$ cat src/rtl/core/eaq_pkg.sv
// ----------------------------------------------------------------------------
// eaq_pkg
// Shared widths, word types and constant tables for the Euler angle to
// quaternion pipeline.
// ----------------------------------------------------------------------------
package eaq_pkg;

   localparam int ANGLE_FRAC_BITS_DEF = 8;
   localparam int OUT_FRAC_BITS_DEF   = 15;
   localparam int TRIG_ITERATIONS_DEF = 16;

   localparam int ANG_W = 18;
   localparam int OUT_W = 16;
   localparam int Q     = 30;
   localparam int CW    = 33;
   localparam int LANES = 3;

   localparam int LANE_YAW   = 0;
   localparam int LANE_PITCH = 1;
   localparam int LANE_ROLL  = 2;

   localparam logic [33:0] PI_OVER_360_Q40 = 34'd9595049034;

   localparam logic signed [OUT_W-1:0] OUT_MAX = 16'sd32767;
   localparam logic signed [OUT_W-1:0] OUT_MIN = -16'sd32768;

   typedef struct packed {
      logic                 neg_cos;
      logic signed [CW-1:0] z;
   } prep_type;

   typedef struct packed {
      logic                 neg_cos;
      logic signed [CW-1:0] x;
      logic signed [CW-1:0] y;
      logic signed [CW-1:0] z;
   } rot_type;

   typedef struct packed {
      logic signed [CW-1:0] c;
      logic signed [CW-1:0] s;
   } cs_type;

   function automatic logic signed [CW-1:0] atan_q30(input int i);
      logic signed [CW-1:0] v;
      case (i)
         0:  v = 33'sd843314856;
         1:  v = 33'sd497837829;
         2:  v = 33'sd263043836;
         3:  v = 33'sd133525158;
         4:  v = 33'sd67021686;
         5:  v = 33'sd33543515;
         6:  v = 33'sd16775850;
         7:  v = 33'sd8388437;
         8:  v = 33'sd4194282;
         9:  v = 33'sd2097149;
         10: v = 33'sd1048575;
         11: v = 33'sd524287;
         12: v = 33'sd262143;
         13: v = 33'sd131071;
         14: v = 33'sd65535;
         15: v = 33'sd32767;
         16: v = 33'sd16383;
         17: v = 33'sd8191;
         18: v = 33'sd4095;
         19: v = 33'sd2047;
         20: v = 33'sd1023;
         21: v = 33'sd511;
         22: v = 33'sd255;
         23: v = 33'sd127;
         24: v = 33'sd63;
         25: v = 33'sd31;
         26: v = 33'sd15;
         27: v = 33'sd7;
         28: v = 33'sd3;
         29: v = 33'sd1;
         default: v = '0;
      endcase
      return v;
   endfunction

   // Reciprocal of the rotation gain in Q30, evaluated at elaboration
   function automatic longint unsigned inv_gain_q30(input int n);
      longint unsigned g2;
      longint unsigned v;
      longint unsigned res;
      longint unsigned bit_v;
      longint unsigned g;
      longint unsigned quo;
      longint unsigned rem;
      int i;
      g2 = 64'd1 << Q;
      for (i = 0; i < n && i < 32; i++) begin
         g2 = g2 + (g2 >> (2 * i));
      end
      v     = g2 << Q;
      res   = 0;
      bit_v = 64'd1 << 62;
      while (bit_v > v) bit_v = bit_v >> 2;
      while (bit_v != 0) begin
         if (v >= res + bit_v) begin
            v   = v - (res + bit_v);
            res = (res >> 1) + bit_v;
         end else begin
            res = res >> 1;
         end
         bit_v = bit_v >> 2;
      end
      g = (res == 0) ? 64'd1 : res;
      quo = 0;
      rem = 0;
      for (i = 60; i >= 0; i--) begin
         rem = (rem << 1) | ((i == 60) ? 64'd1 : 64'd0);
         if (rem >= g) begin
            rem = rem - g;
            quo = quo | (64'd1 << i);
         end
      end
      return quo;
   endfunction

   // Q30 product, floored back to Q30
   function automatic logic signed [CW-1:0] mulq(input logic signed [CW-1:0] a,
                                                  input logic signed [CW-1:0] b);
      logic signed [2*CW-1:0] p;
      p = a * b;
      return p[Q+CW-1:Q];
   endfunction

endpackage

$ cat src/rtl/core/eaq_prep.sv
// ----------------------------------------------------------------------------
// eaq_prep
// Two stages: fold each angle into a quarter turn of half angle, then scale
// degrees to a Q30 radian half angle.
// ----------------------------------------------------------------------------
module eaq_prep #(
   parameter int ANGLE_FRAC_BITS = eaq_pkg::ANGLE_FRAC_BITS_DEF
) (
   input  logic                                          clock,
   input  logic                                          reset,
   input  logic                                          en,
   input  logic                                          in_valid,
   input  logic signed [eaq_pkg::LANES-1:0][eaq_pkg::ANG_W-1:0] in_ang,
   output logic                                          out_valid,
   output eaq_pkg::prep_type [eaq_pkg::LANES-1:0]        out_prep
);

   localparam int RED_W  = (ANGLE_FRAC_BITS + 12 > 20) ? ANGLE_FRAC_BITS + 12 : 20;
   localparam int MAG_W  = ANGLE_FRAC_BITS + 8;
   localparam int PROD_W = MAG_W + 35;
   localparam logic signed [RED_W-1:0] FULL    = RED_W'(720 << ANGLE_FRAC_BITS);
   localparam logic signed [RED_W-1:0] HALF    = RED_W'(360 << ANGLE_FRAC_BITS);
   localparam logic signed [RED_W-1:0] QUARTER = RED_W'(180 << ANGLE_FRAC_BITS);
   localparam logic [PROD_W-1:0] RND = PROD_W'(1) << (9 + ANGLE_FRAC_BITS);

   logic                  v1_ff;
   logic [MAG_W-1:0]      mag_ff  [eaq_pkg::LANES];
   logic [MAG_W-1:0]      mag_in  [eaq_pkg::LANES];
   logic                  nega_ff [eaq_pkg::LANES];
   logic                  nega_in [eaq_pkg::LANES];
   logic                  negc_ff [eaq_pkg::LANES];
   logic                  negc_in [eaq_pkg::LANES];
   logic                  v2_ff;
   eaq_pkg::prep_type [eaq_pkg::LANES-1:0] prep_ff;
   eaq_pkg::prep_type [eaq_pkg::LANES-1:0] prep_in;

   for (genvar l = 0; l < eaq_pkg::LANES; l++) begin : g_lane
      logic signed [RED_W-1:0]  a;
      logic signed [RED_W-1:0]  r0;
      logic signed [RED_W-1:0]  r1;
      logic signed [RED_W-1:0]  ra;
      logic [PROD_W-1:0]        prod;
      logic [PROD_W-1:0]        zm;
      logic signed [eaq_pkg::CW-1:0] zs;

      always_comb begin
         a = RED_W'(signed'(in_ang[l]));
         if (a >= HALF) begin
            r0 = a - FULL;
         end else if (a < -HALF) begin
            r0 = a + FULL;
         end else begin
            r0 = a;
         end
         negc_in[l] = 1'b0;
         r1 = r0;
         if (r0 > QUARTER) begin
            r1 = HALF - r0;
            negc_in[l] = 1'b1;
         end else if (r0 < -QUARTER) begin
            r1 = -HALF - r0;
            negc_in[l] = 1'b1;
         end
         nega_in[l] = r1[RED_W-1];
         ra = nega_in[l] ? -r1 : r1;
         mag_in[l] = ra[MAG_W-1:0];
      end

      always_comb begin
         prod = PROD_W'(mag_ff[l]) * PROD_W'(eaq_pkg::PI_OVER_360_Q40);
         zm   = (prod + RND) >> (10 + ANGLE_FRAC_BITS);
         zs   = signed'(zm[eaq_pkg::CW-1:0]);
         prep_in[l].neg_cos = negc_ff[l];
         prep_in[l].z       = nega_ff[l] ? -zs : zs;
      end

      always_ff @(posedge clock) begin
         if (en) begin
            mag_ff[l]  <= mag_in[l];
            nega_ff[l] <= nega_in[l];
            negc_ff[l] <= negc_in[l];
            prep_ff[l] <= prep_in[l];
         end
      end
   end

   always_ff @(posedge clock) begin
      if (reset) begin
         v1_ff <= 1'b0;
         v2_ff <= 1'b0;
      end else if (en) begin
         v1_ff <= in_valid;
         v2_ff <= v1_ff;
      end
   end

   assign out_valid = v2_ff;
   assign out_prep  = prep_ff;

endmodule

$ cat config.mk
export PLATFORM = sky130hd
export DESIGN_NAME = eaq_prep
export DESIGN_NICKNAME = d
export VERILOG_FILES = /design/src/rtl/core/eaq_pkg.sv /design/src/rtl/core/eaq_prep.sv
export SDC_FILE = /design/constraint.sdc
export NUM_CORES = 2
export LEC_CHECK = 0
export ABC_AREA = 1
export ABC_CLOCK_PERIOD_IN_PS = 6000
export BUFFER_PORTS_ARGS = -buffer_cell sky130_fd_sc_hd__buf_4
export CAP_MARGIN = 15
export CORE_MARGIN = 1
export CORE_UTILIZATION = 60
export DETAILED_ROUTE_END_ITERATION = 16
export GPL_TIMING_DRIVEN = 0
export PLACE_DENSITY_LB_ADDON = 0.25
export SYNTH_ARGS = -nofsm -noshare
export SYNTH_HDL_FRONTEND = slang
export SYNTH_SLANG_ARGS = --single-unit
$ cat constraint.sdc
create_clock -name clock -period 6 [get_ports clock]
set_input_delay 1.2 -clock clock [delete_from_list [all_inputs] [get_ports clock]]
set_output_delay 1.2 -clock clock [all_outputs]
set_load 0.02 [all_outputs]
# Word-level counts from Yosys, hierarchy flattened
# Memory sizes are Yosys's and may differ from the RTL's. A register that Yosys moved wholly into a read port is not among the register bits.
# Cells that the tools add are included.
# Widths: inputs -> output; s select.
# totals
ff_bits	101
mem_bits_rw	54
in_bits	58
elab_cells	70
memories	3
# classes
add_sub_neg	21
n_mul	3
magnitude_cmp	12
n_mux	26
# memory_table
name	depth	word_bits	read_ports	rd_clocked_by_memory_dff	write_ports	line	text
mag_ff	3	16	3	0	3	eaq_prep.sv:27	logic [MAG_W-1:0] mag_ff [eaq_pkg::LANES];
nega_ff	3	1	3	0	3	eaq_prep.sv:29	logic nega_ff [eaq_pkg::LANES];
negc_ff	3	1	3	3	3	eaq_prep.sv:31	logic negc_ff [eaq_pkg::LANES];
# op_table
cell	count
$mux 20	12
$add 50x18->51 const B	3
$mul 16x33->49 const B	3
$sub 18x20->20 const A	6
$mux 33	3
$neg 33->33	3
$add 18x19->20 const B	3
$gt 20x17->1 const B	3
$lt 20x17->1 const B	3
$sub 18x19->20 const B	3
$ge 18x18->1 const B	3
$lt 18x18->1 const B	3
$mux 16	3
$neg 16->16	3
$mux 1	8

# Logic depth before layout (Yosys ltp)
# logic_depth
ltp_word	8
depth_mapped	41

# Least setup slack after synthesis
# OpenSTA, ideal clock, no wires.
# synth_path
path_kind	flip-flop to flip-flop
from	mem mag_ff[0][21] (netlist name)
to	reg prep_ff, in the netlist out_prep[66] (data pin)
setup_ps	252
arrival_ps	6281
required_ps	5748
slack_ps	-533
stages_incl_launch_ff	34
period_less_slack_ps	6533
path_cell_list	edfxtp_1 > fa_1 > inv_1 > fa_1 > fa_1 > inv_1 > fa_1 > fa_1 > inv_1 > fa_1 > inv_1 > ha_1 > nand2_1 > inv_1 > a21oi_1 > nand2_1 > a21oi_1 > nand2_1 > nand2_1 > nand2_1 > nand2_1 > nand2_1 > nor2_2 > nand2_1 > nor2_1 > nand3_1 > nand2_1 > nand2_1 > nor2_1 > nand2_1 > o21ai_0 > nand2_1 > nand2_1 > nand2_1
# synth_lines
item	line	text
start: declaration	eaq_prep.sv:27	
end signal: indexed assignment	eaq_prep.sv:82	prep_ff[l] <= prep_in[l];
end: declaration	eaq_prep.sv:34	eaq_pkg::prep_type [eaq_pkg::LANES-1:0] prep_ff;

==> results.json <==
{
  "outcome": "finished, violations left",
  "violations": "setup timing",
  "cts_buffer_depth": 2,
  "synth_edf_count": 156,
  "clock_latency_ns": 0.52,
  "crit_path_start_kind": "flip-flop",
  "antenna_cells": 0,
  "finalHoldViolCount": 0,
  "ys_top_cells_by_area": "fa_1 (22%), ha_1 (16%), nand2_1 (15%)",
  "clockRootBuffer": "clkbuf_16",
  "synth.distinct_cells": 54,
  "vias": 46400,
  "hold_class": "reg -> reg",
  "cp.required_ns": 6.30,
  "cts_tree": "yes",
  "synth_common_cells": "nand2_1 (1834), inv_1 (1614), ha_1 (582)",
  "initial_utilization": 0.607,
  "crit_fanout": 4,
  "synth_top_area_cell": "fa_1",
  "period_share": 1.18,
  "cap_viol_max_count": 0,
  "yosysWarnings": 0,
  "pin_count": 161,
  "design_area_mm2": 0.0599,
  "numPortBuffers": 157,
  "die_h_um": 277,
  "yosysMostFrequentCell": "nand2_1",
  "fin_crit_ns": 7.05,
  "skew_ns": 0.0276,
  "grt_overflow": 0,
  "rsz0062_at_grt": "true",
  "critPathSlowestCell": "fa_1",
  "drive_gt1_frac": 0.329,
  "fin_tns_setup_ns": -53.99,
  "grt_pass1_wl_um": 219000,
  "dr.pass1.iters": 6,
  "relSlewSlack": 0.427,
  "clkSinkCount": 158,
  "place.gp.congestion": 0.987,
  "cts_hold_buf": 0,
  "grt_pass1_vias": 42500,
  "arrival_ns": 7.35,
  "fin_nets": 8423,
  "crit_buf_inv": 7,
  "area_delta_synth_final_pct": 32.5,
  "setup_viol": 81,
  "drcViolationCount": 0,
  "drtAntennaViolNets": 0,
  "die_area_mm2": 0.0765,
  "syn_area_mm2": 0.0452,
  "synthArstFlopShare": 0,
  "grt_max_degree": 122,
  "crit_family": "adder cells",
  "pre_cts_ws_ns": -1.61,
  "synth_flop_cell": "edfxtp_1",
  "synth_cells": 6566,
  "grt_use_total": 0.361,
  "critPathMostFrequentCell": "nand2_1",
  "ys_seq_area_frac": 0.104,
  "fin_ws_ns": -1.05,
  "ys_ff_latch": 158,
  "dpl.hpwl_um": 111000,
  "drv_slew": 0,
  "cts_max_level": 4,
  "antenna_found_initial": 0,
  "dieWidth_um": 277,
  "syn-num-nets": 7698,
  "place_area_mm2": 0.0488,
  "worstMarginPinSlew_ns": 0.860,
  "max_freq_mhz": 142,
  "clk_pin_slew_ns": 0.10,
  "synth_top_area_frac": 0.218,
  "max_stage_delay_ns": 0.66,
  "drtIter0Drc": 4436,
  "crit_type": "reg -> reg",
  "routed_wl_um": 156000,
  "wl_per_cell_um": 18.9,
  "ff2ff_setup_slack_ns": -1.05,
  "rows": 100,
  "core-area_mm2": 0.0744,
  "vias_per_cell": 5.60,
  "cp-end-kind": "flip-flop",
  "cts_buffers": 17,
  "fillers": 4893,
  "syn_avg_cell_area_um2": 6.89
}
## worst register-to-register path, delay by kind of cell (launching register included)
family	cells	cell delay [ns]
fa+ha+maj	7	3.27
flops	1	0.51
buf+inv	7	0.57
simple gates	21	2.48
## flip-flops by register name (all words and copies together), names as in the netlist
name	flops
mag_ff	48
negc_ff	3
out_valid	1
nega_ff	3
v1_ff	1
out_prep	102
## layout by cell type (no fill, tap or decap), types with 24 or more instances in the layout
| master | instances |
|---|---|
| a21oi_1 | 80 |
| a21oi_2 | 48 |
| a21oi_4 | 29 |
| buf_4 | 628 |
| buf_6 | 69 |
| edfxtp_1 | 156 |
| fa_1 | 457 |
| fa_2 | 35 |
| ha_1 | 461 |
| ha_4 | 101 |
| inv_1 | 1483 |
| inv_2 | 147 |
| nand2_1 | 1280 |
| nand2_2 | 463 |
| nand2_4 | 198 |
| nand3_1 | 261 |
| nand3_2 | 92 |
| nand3_4 | 28 |
| nand4_1 | 115 |
| nor2_1 | 260 |
| nor2_2 | 159 |
| nor2_4 | 217 |
| nor3_1 | 24 |
| o21ai_0 | 66 |
| o21ai_1 | 42 |
| o21ai_2 | 29 |
| xnor2_1 | 40 |
| xor2_1 | 92 |
## path summary, 6_finish.rpt
path | from | end | cells after the start
setup / recovery | mag_ff[0][35]$_DFFE_PP_ | out_prep[99]$_DFFE_PP_ | 35
hold / removal | negc_ff[0][1]$_SDFFCE_PP1P_ | out_prep[67]$_DFFE_PP_ | 0
hold reg to reg | negc_ff[0][1]$_SDFFCE_PP1P_ | out_prep[67]$_DFFE_PP_ | 0
setup reg to reg | mag_ff[0][35]$_DFFE_PP_ | out_prep[99]$_DFFE_PP_ | 35
## cells by family (layout without fill, tap and decap cells)
group,count (synthesis),count (layout),share of synthesized area
buf+inv,1675,2413,0.140
xor+xnor,151,151,0.0306
flops,158,158,0.104
simple gates,3151,3151,0.302
fa+ha+maj,1074,1074,0.379
compound gates,357,357,0.0441
## per-stage QoR
stage | utilization | hold slack, ns | cells
finish | 0.805 | 0.422 | 8273
global route | 0.805 | 0.425 | 8273
CTS | 0.722 | 0.425 | 8002
detailed placement | 0.655 | 0.405 | 7693
global placement | 0.655 | 0.402 | 7692
floorplan | - | 0.400 | 6566
## area by class of cell
cell class,instances,area [µm²],area share
Multi-Input combinational cell,4733,41200,0.688
Timing Repair Buffer,706,5750,0.0960
Clock buffer,17,425,0.00710
Clock inverter,15,183,0.00305
Inverter,1652,6250,0.104
Tap cell,969,1210,0.0202
Sequential cell,158,4720,0.0788
Buffer,23,149,0.00248
## per-layer routing
layer | vias to the layer above | routed length, µm | track usage
met2 | 2326 | 72800 | 0.596
li1 | 21400 | - | -
met4 | 0 | 9880 | 0.158
met1 | 22000 | 61300 | 0.476
met5 | - | 0 | 0
met3 | 673 | 12100 | 0.0466
## repair_timing
item / in CTS / in global routing
gates resized for setup: 620 / 1080
endpoints found under the setup margin: 94 / 89
buffers inserted: 277 / 273
pin swaps: 272 / 609
Power is not shown: default switching activity piles up to over one toggle a cycle in this logic, so the estimate is an artifact.
